File: src/rtl/qbcg_pkg.sv
// ----------------------------------------------------------------------------
// qbcg_pkg
// Shared types and constants of the queued blink code generator.
// ----------------------------------------------------------------------------
package qbcg_pkg;

  // Default sizing
  localparam int unsigned QUEUE_DEPTH_DEF = 8;
  localparam int unsigned TIMER_BITS_DEF  = 16;

  // Field widths
  localparam int unsigned OPCODE_W  = 3;
  localparam int unsigned IN_ARG_W  = 16;
  localparam int unsigned COUNT_W   = 10;
  localparam int unsigned DELAY_W   = 14;
  localparam int unsigned TICK_W    = 10;
  localparam int unsigned ON_TIME_W = 14;
  localparam int unsigned STATUS_W  = 2;
  localparam int unsigned STATE_W   = 2;
  localparam int unsigned PENDING_W = 4;

  // Config port
  localparam int unsigned CFG_IDX_W  = 2;
  localparam int unsigned CFG_DATA_W = 14;

  // Enqueue limits and reset values
  localparam logic [IN_ARG_W-1:0]  COUNT_MIN     = 16'd1;
  localparam logic [IN_ARG_W-1:0]  COUNT_MAX     = 16'd1000;
  localparam logic [IN_ARG_W-1:0]  DELAY_MIN     = 16'd10;
  localparam logic [IN_ARG_W-1:0]  DELAY_MAX     = 16'd10000;
  localparam logic [COUNT_W-1:0]   BLINKS_SAT    = 10'd1023;
  localparam logic [TICK_W-1:0]    TICK_RESET    = 10'd10;
  localparam logic [ON_TIME_W-1:0] ON_TIME_RESET = 14'd200;

  typedef enum logic [OPCODE_W-1:0] {
    OP_TICK    = 3'd0,
    OP_ENQUEUE = 3'd1,
    OP_CLEAR   = 3'd2,
    OP_LED_ON  = 3'd3,
    OP_LED_OFF = 3'd4,
    OP_TOGGLE  = 3'd5
  } opcode_e;

  typedef enum logic [STATUS_W-1:0] {
    ST_OK      = 2'd0,
    ST_INVALID = 2'd1,
    ST_FULL    = 2'd2
  } status_e;

  typedef enum logic [STATE_W-1:0] {
    FSM_IDLE = 2'd0,
    FSM_ON   = 2'd1,
    FSM_OFF  = 2'd2,
    FSM_WAIT = 2'd3
  } fsm_e;

  typedef enum logic [CFG_IDX_W-1:0] {
    CFG_ACTIVE_HIGH = 2'd0,
    CFG_TICK_MS     = 2'd1,
    CFG_ON_TIME_MS  = 2'd2
  } cfg_e;

  // One queued blink command
  typedef struct packed {
    logic [COUNT_W-1:0] count;
    logic [DELAY_W-1:0] delay;
  } cmd_t;

  // Queue control from the sequencer
  typedef struct packed {
    logic push;
    logic pop;
    logic clear;
  } q_ctrl_t;

  // One result transfer
  typedef struct packed {
    logic                 led_level;
    logic [STATUS_W-1:0]  status;
    logic [STATE_W-1:0]   fsm_state;
    logic                 busy;
    logic [PENDING_W-1:0] pending;
  } result_t;

endpackage

File: src/rtl/qbcg_fifo.sv
// ----------------------------------------------------------------------------
// qbcg_fifo
// Command queue with a registered head-of-queue read.
// ----------------------------------------------------------------------------
module qbcg_fifo #(
  parameter int unsigned QUEUE_DEPTH = qbcg_pkg::QUEUE_DEPTH_DEF,
  localparam int unsigned PTR_W = (QUEUE_DEPTH > 1) ? $clog2(QUEUE_DEPTH) : 1,
  localparam int unsigned CNT_W = $clog2(QUEUE_DEPTH + 1)
) (
  input  logic              clk_i,
  input  logic              rst_ni,
  input  qbcg_pkg::q_ctrl_t ctrl_i,
  input  qbcg_pkg::cmd_t    wdata_i,
  output qbcg_pkg::cmd_t    head_o,
  output logic [CNT_W-1:0]  count_o,
  output logic [CNT_W-1:0]  count_next_o
);

  localparam logic [PTR_W-1:0] PTR_LAST = PTR_W'(QUEUE_DEPTH - 1);

  qbcg_pkg::cmd_t mem_q [QUEUE_DEPTH];
  qbcg_pkg::cmd_t head_q;

  logic [PTR_W-1:0] wr_ptr_q, wr_ptr_d;
  logic [PTR_W-1:0] rd_ptr_q, rd_ptr_d;
  logic [CNT_W-1:0] count_q, count_d;

  always_comb begin
    wr_ptr_d = wr_ptr_q;
    rd_ptr_d = rd_ptr_q;
    count_d  = count_q;
    if (ctrl_i.clear) begin
      wr_ptr_d = '0;
      rd_ptr_d = '0;
      count_d  = '0;
    end else begin
      if (ctrl_i.push) begin
        wr_ptr_d = (wr_ptr_q == PTR_LAST) ? '0 : wr_ptr_q + PTR_W'(1);
      end
      if (ctrl_i.pop) begin
        rd_ptr_d = (rd_ptr_q == PTR_LAST) ? '0 : rd_ptr_q + PTR_W'(1);
      end
      if (ctrl_i.push && !ctrl_i.pop) begin
        count_d = count_q + CNT_W'(1);
      end else if (!ctrl_i.push && ctrl_i.pop) begin
        count_d = count_q - CNT_W'(1);
      end
    end
  end

  always_ff @(posedge clk_i or negedge rst_ni) begin
    if (!rst_ni) begin
      wr_ptr_q <= '0;
      rd_ptr_q <= '0;
      count_q  <= '0;
    end else begin
      wr_ptr_q <= wr_ptr_d;
      rd_ptr_q <= rd_ptr_d;
      count_q  <= count_d;
    end
  end

  // Storage; head tracks mem at the read pointer, bypassing a same-cycle write
  always_ff @(posedge clk_i) begin
    if (ctrl_i.push) begin
      mem_q[wr_ptr_q] <= wdata_i;
    end
    if (ctrl_i.push && (wr_ptr_q == rd_ptr_d)) begin
      head_q <= wdata_i;
    end else begin
      head_q <= mem_q[rd_ptr_d];
    end
  end

  assign head_o       = head_q;
  assign count_o      = count_q;
  assign count_next_o = count_d;

endmodule

File: src/rtl/queued_blink_code_generator.sv
// ----------------------------------------------------------------------------
// queued_blink_code_generator
// Queues blink commands and plays them on one LED pin with an
// Idle/On/Off/Wait sequencer advanced by tick items.
// ----------------------------------------------------------------------------
//
//  Channel   Direction  Handshake              Payload
//  -------   ---------  ---------------------  ------------------------------
//  input     in         in_valid_i/in_stall_o  opcode_i, flash_count_i,
//                                              gap_ms_i
//  result    out        out_valid_o/out_stall_i led_level_o, status_o,
//                                              fsm_state_o, busy_res_o,
//                                              pending_o
//  config    in         cfg_we_i               cfg_idx_i, cfg_wdata_i
//
//  - One item per cycle while not stalled: every opcode is a single
//    compare-and-update of the sequencer registers and queue pointers, done in
//    the cycle of the transfer. Each accepted item gives one registered result.
//  - A two-entry result buffer lets input transfers continue while one result
//    waits; in_stall_o rises only when both entries are held.
//  - Reset clears control state; queue storage is not cleared (never read
//    before it is written). No clearing pass, the block is ready at once.
//
module queued_blink_code_generator #(
  parameter int unsigned QUEUE_DEPTH = qbcg_pkg::QUEUE_DEPTH_DEF,
  parameter int unsigned TIMER_BITS  = qbcg_pkg::TIMER_BITS_DEF
) (
  input  logic                                clk_i,
  input  logic                                rst_ni,
  // config write port
  input  logic                                cfg_we_i,
  input  logic [qbcg_pkg::CFG_IDX_W-1:0]      cfg_idx_i,
  input  logic [qbcg_pkg::CFG_DATA_W-1:0]     cfg_wdata_i,
  // input items
  input  logic                                in_valid_i,
  output logic                                in_stall_o,
  input  logic [qbcg_pkg::OPCODE_W-1:0]       opcode_i,
  input  logic [qbcg_pkg::IN_ARG_W-1:0]       flash_count_i,
  input  logic [qbcg_pkg::IN_ARG_W-1:0]       gap_ms_i,
  // result items
  output logic                                out_valid_o,
  input  logic                                out_stall_i,
  output logic                                led_level_o,
  output logic [qbcg_pkg::STATUS_W-1:0]       status_o,
  output logic [qbcg_pkg::STATE_W-1:0]        fsm_state_o,
  output logic                                busy_res_o,
  output logic [qbcg_pkg::PENDING_W-1:0]      pending_o
);

  localparam int unsigned CNT_W = $clog2(QUEUE_DEPTH + 1);
  localparam logic [CNT_W-1:0] CNT_FULL = CNT_W'(QUEUE_DEPTH);

  // --------------------------------------------------------------------------
  // Configuration registers
  // --------------------------------------------------------------------------
  logic                             active_high_q;
  logic [qbcg_pkg::TICK_W-1:0]      tick_ms_q;
  logic [qbcg_pkg::ON_TIME_W-1:0]   on_time_q;

  always_ff @(posedge clk_i or negedge rst_ni) begin
    if (!rst_ni) begin
      active_high_q <= 1'b1;
      tick_ms_q     <= qbcg_pkg::TICK_RESET;
      on_time_q     <= qbcg_pkg::ON_TIME_RESET;
    end else if (cfg_we_i) begin
      unique case (cfg_idx_i)
        qbcg_pkg::CFG_ACTIVE_HIGH: active_high_q <= cfg_wdata_i[0];
        qbcg_pkg::CFG_TICK_MS:     tick_ms_q     <= cfg_wdata_i[qbcg_pkg::TICK_W-1:0];
        qbcg_pkg::CFG_ON_TIME_MS:  on_time_q     <= cfg_wdata_i;
        default: ;  // unmapped index, write dropped
      endcase
    end
  end

  // --------------------------------------------------------------------------
  // Sequencer state
  // --------------------------------------------------------------------------
  qbcg_pkg::fsm_e                 state_q, state_d;
  logic [TIMER_BITS-1:0]          blink_tmr_q, blink_tmr_d;
  logic [TIMER_BITS-1:0]          wait_tmr_q, wait_tmr_d;
  logic [qbcg_pkg::COUNT_W-1:0]   blinks_q, blinks_d;
  logic [qbcg_pkg::COUNT_W-1:0]   act_count_q, act_count_d;
  logic [qbcg_pkg::DELAY_W-1:0]   act_delay_q, act_delay_d;
  logic                           pin_q, pin_d;

  logic                           in_xfer;
  logic                           out_xfer;

  qbcg_pkg::q_ctrl_t              q_ctrl;
  qbcg_pkg::cmd_t                 q_head;
  qbcg_pkg::cmd_t                 new_cmd;
  qbcg_pkg::cmd_t                 start_cmd;
  logic                           start;
  logic [CNT_W-1:0]               q_count;
  logic [CNT_W-1:0]               q_count_next;
  qbcg_pkg::status_e              status;

  // Saturating timer increments
  logic [TIMER_BITS:0]            blink_sum, wait_sum;
  logic [TIMER_BITS-1:0]          blink_inc, wait_inc;
  logic [TIMER_BITS-1:0]          on_ext, delay_ext;
  logic [qbcg_pkg::COUNT_W-1:0]   blinks_inc;
  logic                           enq_ok;

  assign blink_sum = {1'b0, blink_tmr_q} + (TIMER_BITS + 1)'(tick_ms_q);
  assign wait_sum  = {1'b0, wait_tmr_q} + (TIMER_BITS + 1)'(tick_ms_q);
  assign blink_inc = blink_sum[TIMER_BITS] ? '1 : blink_sum[TIMER_BITS-1:0];
  assign wait_inc  = wait_sum[TIMER_BITS] ? '1 : wait_sum[TIMER_BITS-1:0];
  assign on_ext    = TIMER_BITS'(on_time_q);
  assign delay_ext = TIMER_BITS'(act_delay_q);
  assign blinks_inc = (blinks_q == qbcg_pkg::BLINKS_SAT) ? blinks_q
                                                         : blinks_q + qbcg_pkg::COUNT_W'(1);

  // Parameter check on the raw 16-bit fields, before truncation
  assign enq_ok = (flash_count_i >= qbcg_pkg::COUNT_MIN) &&
                  (flash_count_i <= qbcg_pkg::COUNT_MAX) &&
                  (gap_ms_i >= qbcg_pkg::DELAY_MIN) &&
                  (gap_ms_i <= qbcg_pkg::DELAY_MAX);

  assign new_cmd.count = flash_count_i[qbcg_pkg::COUNT_W-1:0];
  assign new_cmd.delay = gap_ms_i[qbcg_pkg::DELAY_W-1:0];

  always_comb begin
    state_d     = state_q;
    blink_tmr_d = blink_tmr_q;
    wait_tmr_d  = wait_tmr_q;
    blinks_d    = blinks_q;
    act_count_d = act_count_q;
    act_delay_d = act_delay_q;
    pin_d       = pin_q;
    q_ctrl      = '0;
    status      = qbcg_pkg::ST_OK;
    start       = 1'b0;
    start_cmd   = q_head;

    if (in_xfer) begin
      case (opcode_i)
        qbcg_pkg::OP_TICK: begin
          unique case (state_q)
            qbcg_pkg::FSM_IDLE: begin
              if (q_count != '0) begin
                start      = 1'b1;
                q_ctrl.pop = 1'b1;
              end
            end
            qbcg_pkg::FSM_ON: begin
              blink_tmr_d = blink_inc;
              if (blink_inc >= on_ext) begin
                pin_d       = ~active_high_q;
                blink_tmr_d = '0;
                blinks_d    = blinks_inc;
                if (blinks_inc >= act_count_q) begin
                  state_d    = qbcg_pkg::FSM_WAIT;
                  wait_tmr_d = '0;
                end else begin
                  state_d = qbcg_pkg::FSM_OFF;
                end
              end
            end
            qbcg_pkg::FSM_OFF: begin
              blink_tmr_d = blink_inc;
              if (blink_inc >= delay_ext) begin
                state_d     = qbcg_pkg::FSM_ON;
                pin_d       = active_high_q;
                blink_tmr_d = '0;
              end
            end
            qbcg_pkg::FSM_WAIT: begin
              wait_tmr_d = wait_inc;
              if (wait_inc >= on_ext) begin
                if (q_count != '0) begin
                  start      = 1'b1;
                  q_ctrl.pop = 1'b1;
                end else begin
                  state_d    = qbcg_pkg::FSM_IDLE;
                  wait_tmr_d = '0;
                end
              end
            end
            default: ;
          endcase
        end
        qbcg_pkg::OP_ENQUEUE: begin
          if (!enq_ok) begin
            status = qbcg_pkg::ST_INVALID;
          end else if (q_count >= CNT_FULL) begin
            status = qbcg_pkg::ST_FULL;
          end else if (state_q == qbcg_pkg::FSM_IDLE && q_count == '0) begin
            // empty and idle: the new command starts straight away
            start     = 1'b1;
            start_cmd = new_cmd;
          end else begin
            q_ctrl.push = 1'b1;
            if (state_q == qbcg_pkg::FSM_IDLE) begin
              start      = 1'b1;
              q_ctrl.pop = 1'b1;
            end
          end
        end
        qbcg_pkg::OP_CLEAR: begin
          q_ctrl.clear = 1'b1;
          state_d      = qbcg_pkg::FSM_IDLE;
          blink_tmr_d  = '0;
          wait_tmr_d   = '0;
          blinks_d     = '0;
          act_count_d  = '0;
          act_delay_d  = '0;
        end
        qbcg_pkg::OP_LED_ON:  pin_d = active_high_q;
        qbcg_pkg::OP_LED_OFF: pin_d = ~active_high_q;
        qbcg_pkg::OP_TOGGLE:  pin_d = ~pin_q;
        default: ;  // unused opcodes do nothing
      endcase

      // Command start: fresh phase, timers and blink count
      if (start) begin
        act_count_d = start_cmd.count;
        act_delay_d = start_cmd.delay;
        blinks_d    = '0;
        blink_tmr_d = '0;
        wait_tmr_d  = '0;
        state_d     = qbcg_pkg::FSM_ON;
        pin_d       = active_high_q;
      end
    end
  end

  always_ff @(posedge clk_i or negedge rst_ni) begin
    if (!rst_ni) begin
      state_q     <= qbcg_pkg::FSM_IDLE;
      blink_tmr_q <= '0;
      wait_tmr_q  <= '0;
      blinks_q    <= '0;
      act_count_q <= '0;
      act_delay_q <= '0;
      pin_q       <= 1'b0;  // dark with the reset polarity (active high)
    end else begin
      state_q     <= state_d;
      blink_tmr_q <= blink_tmr_d;
      wait_tmr_q  <= wait_tmr_d;
      blinks_q    <= blinks_d;
      act_count_q <= act_count_d;
      act_delay_q <= act_delay_d;
      pin_q       <= pin_d;
    end
  end

  qbcg_fifo #(
    .QUEUE_DEPTH (QUEUE_DEPTH)
  ) u_fifo (
    .clk_i        (clk_i),
    .rst_ni       (rst_ni),
    .ctrl_i       (q_ctrl),
    .wdata_i      (new_cmd),
    .head_o       (q_head),
    .count_o      (q_count),
    .count_next_o (q_count_next)
  );

  // --------------------------------------------------------------------------
  // Result buffer: two entries, entry 0 is presented
  // --------------------------------------------------------------------------
  qbcg_pkg::result_t res_new;
  qbcg_pkg::result_t res0_q, res1_q;
  logic              v0_q, v1_q;

  assign res_new.led_level = pin_d;
  assign res_new.status    = status;
  assign res_new.fsm_state = state_d;
  assign res_new.busy      = (state_d != qbcg_pkg::FSM_IDLE);
  assign res_new.pending   = qbcg_pkg::PENDING_W'(q_count_next);

  assign in_stall_o = v1_q;
  assign in_xfer    = in_valid_i && !in_stall_o;
  assign out_xfer   = v0_q && !out_stall_i;

  always_ff @(posedge clk_i or negedge rst_ni) begin
    if (!rst_ni) begin
      v0_q <= 1'b0;
      v1_q <= 1'b0;
    end else begin
      if (out_xfer) begin
        if (v1_q) begin
          v1_q <= in_xfer;
        end else begin
          v0_q <= in_xfer;
        end
      end else if (in_xfer) begin
        if (v0_q) begin
          v1_q <= 1'b1;
        end else begin
          v0_q <= 1'b1;
        end
      end
    end
  end

  always_ff @(posedge clk_i) begin
    if (out_xfer) begin
      if (v1_q) begin
        res0_q <= res1_q;
        if (in_xfer) begin
          res1_q <= res_new;
        end
      end else if (in_xfer) begin
        res0_q <= res_new;
      end
    end else if (in_xfer) begin
      if (v0_q) begin
        res1_q <= res_new;
      end else begin
        res0_q <= res_new;
      end
    end
  end

  assign out_valid_o = v0_q;
  assign led_level_o = res0_q.led_level;
  assign status_o    = res0_q.status;
  assign fsm_state_o = res0_q.fsm_state;
  assign busy_res_o  = res0_q.busy;
  assign pending_o   = res0_q.pending;

  // --------------------------------------------------------------------------
  // Assertions
  // --------------------------------------------------------------------------
  // Stall only with buffer entry 0 held
  a_stall_full: assert property (@(posedge clk_i) disable iff (!rst_ni)
    in_stall_o |-> out_valid_o)
    else $error("input stalled with result buffer not full");

  // Busy flag agrees with the reported state
  a_busy_state: assert property (@(posedge clk_i) disable iff (!rst_ni)
    out_valid_o |-> (busy_res_o == (fsm_state_o != qbcg_pkg::FSM_IDLE)))
    else $error("busy flag disagrees with state");

  // A running command always has a nonzero blink count
  a_active_count: assert property (@(posedge clk_i) disable iff (!rst_ni)
    (state_q != qbcg_pkg::FSM_IDLE) |-> (act_count_q != '0))
    else $error("sequencer running with zero blink count");

  // Queue never overfills
  a_queue_bound: assert property (@(posedge clk_i) disable iff (!rst_ni)
    q_count <= CNT_FULL)
    else $error("queue count above depth");

  // Idle implies an empty queue
  a_idle_empty: assert property (@(posedge clk_i) disable iff (!rst_ni)
    (state_q == qbcg_pkg::FSM_IDLE) |-> (q_count == '0))
    else $error("idle with commands waiting");

endmodule
File: config.mk
export PLATFORM = sky130hd
export DESIGN_NAME = queued_blink_code_generator
export DESIGN_NICKNAME = d
export VERILOG_FILES = /design/src/rtl/qbcg_pkg.sv /design/src/rtl/qbcg_fifo.sv /design/src/rtl/queued_blink_code_generator.sv
export SDC_FILE = /design/constraint.sdc
export NUM_CORES = 1
export LEC_CHECK = 0
export BUFFER_PORTS_ARGS = -buffer_cell sky130_fd_sc_hd__buf_2
export CAP_MARGIN = 25
export CORE_MARGIN = 8
export CORE_UTILIZATION = 45
export CTS_CLUSTER_DIAMETER = 200
export CTS_CLUSTER_SIZE = 14
export DETAILED_ROUTE_END_ITERATION = 16
export PLACE_DENSITY_LB_ADDON = 0.12
export SLEW_MARGIN = 30
export SYNTH_ARGS = -nofsm -noshare
export SYNTH_HDL_FRONTEND = slang
export SYNTH_SLANG_ARGS = --single-unit
export TNS_END_PERCENT = 50
File: constraint.sdc
create_clock -name clk_i -period 10.9 [get_ports clk_i]
set_clock_uncertainty 0.05 [all_clocks]
set_input_delay 2.18 -clock clk_i [delete_from_list [all_inputs] [get_ports clk_i]]
set_output_delay 2.18 -clock clk_i [all_outputs]
set_load 0.02 [all_outputs]
**Word-level counts from Yosys, hierarchy flattened**

Memory sizes are Yosys's and may differ from the RTL's. A register that Yosys moved wholly into a read port is not among the register bits.
Cells that the tools add are included.

- Logic and storage cells: 190
- Output and inout port bits: 12
- Bits in writable memories: 192
- Memories kept: 1
- Input bits: 56
- Flip-flop bits (word level): 126

Memories:

| name | words | bits a word | rd ports | clocked after memory_dff | wr ports | RTL line | text |
|---|---|---|---|---|---|---|---|
| u_fifo.mem_q | 8 | 24 | 1 | 1 | 1 | qbcg_fifo.sv:21 | `qbcg_pkg::cmd_t mem_q [QUEUE_DEPTH];` |

- Bitwise operators: 2
- Equal/unequal tests: 23
- Order comparisons: 9
- Reduce and logical (&&, ||, !) cells: 35
- Muxes and demuxes: 88
- Add/sub/neg operators: 7

Operators by type and width:

| kind | number |
|---|---|
| $mux 16 | 10 |
| $mux 10 | 15 |
| $pmux 16 s2 | 4 |
| $mux 24 | 4 |
| $ge 16x14->1 | 3 |
| $add 16x10->17 | 2 |
| $mux 14 | 2 |
| $mux 2 | 12 |
| $mux 1 | 23 |
| $mux 3 | 7 |
| $pmux 10 s2 | 1 |
| $ge 16x1->1 const B | 1 |
| $ge 16x4->1 const B | 1 |
| $le 16x10->1 const B | 1 |
| $le 16x14->1 const B | 1 |
| $eq 3x3->1 const B | 4 |
| $mux 4 | 3 |
| $reduce_and 2->1 | 6 |
| $reduce_bool 2->1 | 6 |
| $add 10x1->10 const B | 1 |
| $eq 10x10->1 const B | 1 |
| $ge 10x10->1 | 1 |
| $logic_and 1x1->1 | 8 |
| $ne 4x2->1 const B | 2 |
| 27 further kinds | 45 |

**Logic depth before layout (Yosys ltp)**

- Word-level depth: 15
- Gate-level depth with buffers: 23
- Gate-level depth less buffers: 20

**Cells and area by module**

Synthesis repeated with hierarchy kept, for this count alone.

- Cell total of the unflattened synthesis: 1241
- Area, all modules: 16085.4 um^2

By module, submodules not included:

| module | cells an instance | instances | seq. area each (um^2) | area an instance (um^2) |
|---|---|---|---|---|
| queued_blink_code_generator | 891 | 1 | 3010.4 | 8111.5 |
| qbcg_fifo | 350 | 1 | 6075.8 | 7973.9 |

**Worst setup path before layout**

OpenSTA, ideal clock, no wires.

- Path kind: input port to flip-flop
- Start: in opcode_i[2] in the netlist's numbering
- End: mem u_fifo.mem_q[0][0] in the netlist's numbering (enable)
- Slack: 5.187 ns
- Buffers on the path: 1
- Library setup time: 0.435 ns
- Arrival: 5.228 ns
- Stages: 8
- Data required time: 10.415 ns
- Cells stage by stage: buf_6 -> nor2_4 -> nand2_1 -> or2_1 -> nor4_4 -> nand2_1 -> or2_2 -> nor3_1

- Cells in the longest elaborated chain, start to end: 5

Ends and longest elaborated chain:

| item | RTL line | text |
|---|---|---|
| from (decl) | queued_blink_code_generator.sv:37 | `input logic [qbcg_pkg::OPCODE_W-1:0] opcode_i,` |
| $eq 3x1->1 | queued_blink_code_generator.sv:137 | `case (opcode_i)` |
| $mux 1 | queued_blink_code_generator.sv:137 |  |
| $mux 3 | queued_blink_code_generator.sv:136 | `if (in_xfer) begin` |
| $mux 1 | qbcg_fifo.sv:65 | `if (ctrl_i.push) begin` |
| $mux 1 (implied by the code) | qbcg_fifo.sv:66 | `mem_q[wr_ptr_q] <= wdata_i;` |
| to (decl) | qbcg_fifo.sv:21 |  |

No other way between the ends.

==> run summary <==
CP Data Required Time: 11.17 ns
mux cell area share after synthesis: 11.0%
CTS Root Cell: clkbuf_16
setup TNS: 0 ns
CP Class: reg -> reg
Worst Max-Slew Pin Slew: 1.04 ns
Synth Instances: 1250
DRT Pass-1 Iters: 5
clk sinks: 321
max cap viols: 0
largest net degree at the start of global routing: 61
routability cong.: 0.874
worst-skew pair later-pin latency: 0.57 ns
Die H: 205 µm
vias in the first global route: 10100
Fill cells: 3157
Nets: 1454
CTS tree: built
DRT iter0 DRCs: 643
Ports: 68
Simple-Gate Fraction of Synth Area: 9.36%
post-CTS setup buffers: 0
RSZ-0062 raised after global routing: no
Core Area: 0.0353 mm²
min setup slack post-route: 4.88 ns
total power divided by cell area: 204 mW/mm²
DP Wirelength: 24300 µm
worst setup path endpoint: busy_res_o$_DFFE_PP_
Starting Density: 45.3%
Post-synth EDFFs: 212
Reg2Reg Depth: 19
Hold WC Path Type: reg -> reg
final cell count without fillers: 1794
ant diodes: 0
# DRC: 0
remaining antenna violation count: 0
P&R area growth vs syn: 10.1%
fmax: 166 MHz
largest family of logic cells by synthesized area: compound AO/OA/AOI/OAI gates
Main synth FF type: edfxtp_1
global-route wire length before repair: 58000 µm
final wirelength: 36900 µm
Yosys reg bits: 321
die area: 0.0418 mm²
initial antenna violation count: 0
Die X: 205 µm
H-tree depth: 1
crit path DAT: 6.29 ns
worst vdd ir: 160 µV
Hold Vio Cnt, Final: 0
WL per Instance: 20.6 µm
Mapped Avg Cell Area: 12.8 µm²
Worst slew margin: 30.2%
Crit Path Max Fanout: 25
Tmin final: 6.02 ns
Setup crit end kind: register
clock tree buffer depth: 3
Vias: 10200
r2r setup slk: 4.88 ns
Seq/Total Area, Yosys: 56.8%
post_cts resized: 0
xor and xnor area share after synthesis: 1.70%
GRT Total Usage: 17.6%
complex-gate fraction of the synthesized area: 11.2%
worst reg2reg path startpoint: tick_ms_q[0]$_DFFE_PN0P_
Pins Over Slew Limit: 0
cell accounting for the most synthesized area: edfxtp_1
vias per inst: 5.66
# hold bufs at CTS: 0
top cells by area, synth: edfxtp_1 40%, dfrtp_1 16%, mux4_2 6.8%
synth unique cells: 87
Finished Cell Area: 0.0176 mm²
Pleak: 6.73 nW
placed cells: 1746
clock-pin slew on the worst setup and hold paths: 0.07 ns
hold depth: 2
CP startpoint: tick_ms_q[0]$_DFFE_PN0P_
Setup-failing EPs final: 0
TritonCTS Buffers: 26
placed cell area: 0.0169 mm²
synth warn: 0
Util after Layout: 49.9%
crit share post-route: 55.2%
Worst R2R End: busy_res_o$_DFFE_PP_
Synth top area share: 39.8%
share of post-route cells with drive strength above 1: 18.0%
syn nets: 1391
asr flop ratio synth: 33.0%
Mapped Area: 0.0160 mm²
post-place setup slack: 4.89 ns
Overflow after GRT: 0
Cell Rows: 69
status: finished clean
PortBufs: 67
startpoint class of the critical path: register
synthesized-area fraction occupied by adder cells: 6.80%
-- where the power goes --
group          switching, W  total (W)  internal [W]
Combinational      0.000702    0.00120      0.000502
Sequential        0.0000833    0.00151       0.00142
Clock              0.000428   0.000881      0.000453
-- final cells by class --
| class | count | area, µm² | share of cell area, % |
|---|---|---|---|
| clock buffer | 47 | 729 | 4.14 |
| inverter | 79 | 297 | 1.68 |
| timing repair buffer | 82 | 454 | 2.58 |
| sequential | 321 | 9090 | 51.6 |
| multi-input combinational | 803 | 6440 | 36.6 |
| tap | 461 | 577 | 3.27 |
| clock inverter | 1 | 30.0 | 0.170 |
-- worst min-delay path by stage --
stage                                             to                  startpoint
after floorplan           act_count_q[1]$_DFFE_PN0P_  act_count_q[1]$_DFFE_PN0P_
after global placement    act_delay_q[5]$_DFFE_PN0P_  act_delay_q[5]$_DFFE_PN0P_
after detailed placement  act_delay_q[3]$_DFFE_PN0P_  act_delay_q[3]$_DFFE_PN0P_
after CTS                 act_delay_q[3]$_DFFE_PN0P_  act_delay_q[3]$_DFFE_PN0P_
after global routing      act_count_q[2]$_DFFE_PN0P_  act_count_q[2]$_DFFE_PN0P_
final                     act_delay_q[3]$_DFFE_PN0P_  act_delay_q[3]$_DFFE_PN0P_
-- stage by stage --
stage	hold WS (ns)	power (W)
after detailed placement	0.421	0.00274
after CTS	0.437	0.00364
after global placement	0.414	0.00271
final	0.432	0.00359
after global routing	0.449	0.00384
after floorplan	0.400	0.00242
-- cells in the mapped netlist, types with 12 or more instances --
cell      instances
a21oi_1          42
clkbuf_1         29
dfrtp_1         100
edfxtp_1        212
ha_1             83
inv_1            79
mux2_2           29
mux2i_1          32
mux4_2           48
nand2_1         117
nand2b_1         14
nand3_1          25
nand4_1          14
nor2_1           65
o21ai_0         103
o31ai_1          12
o41ai_1          13
xnor2_1          26
-- placed cells by master, fill, tap and decap left out, drive strengths merged, types with 5 or more instances in the layout --
master / synthesis / final
a211oi: 9 / 9
a21o: 11 / 11
a21oi: 43 / 43
a31oi: 8 / 8
and2: 6 / 6
and3: 11 / 11
and4: 6 / 6
buf: 18 / 82
clkbuf: 29 / 47
dfrtp: 100 / 100
dfstp: 6 / 6
edfxtp: 212 / 212
ha: 83 / 83
inv: 79 / 79
mux2: 32 / 32
mux2i: 32 / 32
mux4: 48 / 48
nand2: 117 / 117
nand2b: 14 / 14
nand3: 25 / 25
nand4: 14 / 14
nor2: 67 / 67
nor2b: 7 / 7
nor3: 9 / 9
nor4: 12 / 12
o211ai: 7 / 7
o21a: 5 / 5
o21ai: 120 / 120
o21bai: 7 / 7
o31ai: 13 / 13
o41ai: 13 / 13
or2: 6 / 6
xnor2: 26 / 26
xor2: 5 / 5
-- state kept, by name (all words and copies together) (netlist names), 2 cells and up, named ones only --
signal	cells
blinks_q	10
u_fifo.rd_ptr_q	3
act_delay_q	14
res1_q	10
state_q	2
u_fifo.count_o	4
u_fifo.mem_q	192
status_o	2
wait_tmr_q	16
u_fifo.wr_ptr_q	3
tick_ms_q	10
pending_o	4
act_count_q	10
blink_tmr_q	16
on_time_q	14
fsm_state_o	2
-- per-layer routing --
layer  GRT usage (%)  wire, µm  vias up
met5               0         0        -
met4            4.29       837        0
met3            3.07      1930       53
met2            28.4     16900      261
met1            24.6     17200     5009
li1                -         -     4827
-- kinds of logic (layout without fill, tap and decap cells) --
family	count (synthesis)	count (layout)
muxes	112	112
xor gates and xnor gates	31	31
and+or+nand+nor	306	306
AOI/OAI and AO/OA	268	268
adders and majority gates	86	86
buffers and inverters	126	209
DFF	321	321
-- worst max-delay path, stage by stage (launching register included) --
cell       delay, ns
dfrtp_1         0.41
ha_1            0.23
fa_1            0.44
a21o_1          0.23
a221oi_2        0.42
o211a_4         0.24
nor2_1          0.06
and3_1          0.31
nor2_1          0.20
inv_1           0.06
ha_1            0.28
a211oi_1        0.22
o21ai_1         0.09
a41o_1          0.21
a2111oi_1       0.50
and4_4          0.40
nor2_8          0.07
nand2_1         0.68
o211ai_2        0.29
o31a_1          0.35
No activity file was read; power rests on OpenSTA's default activity.
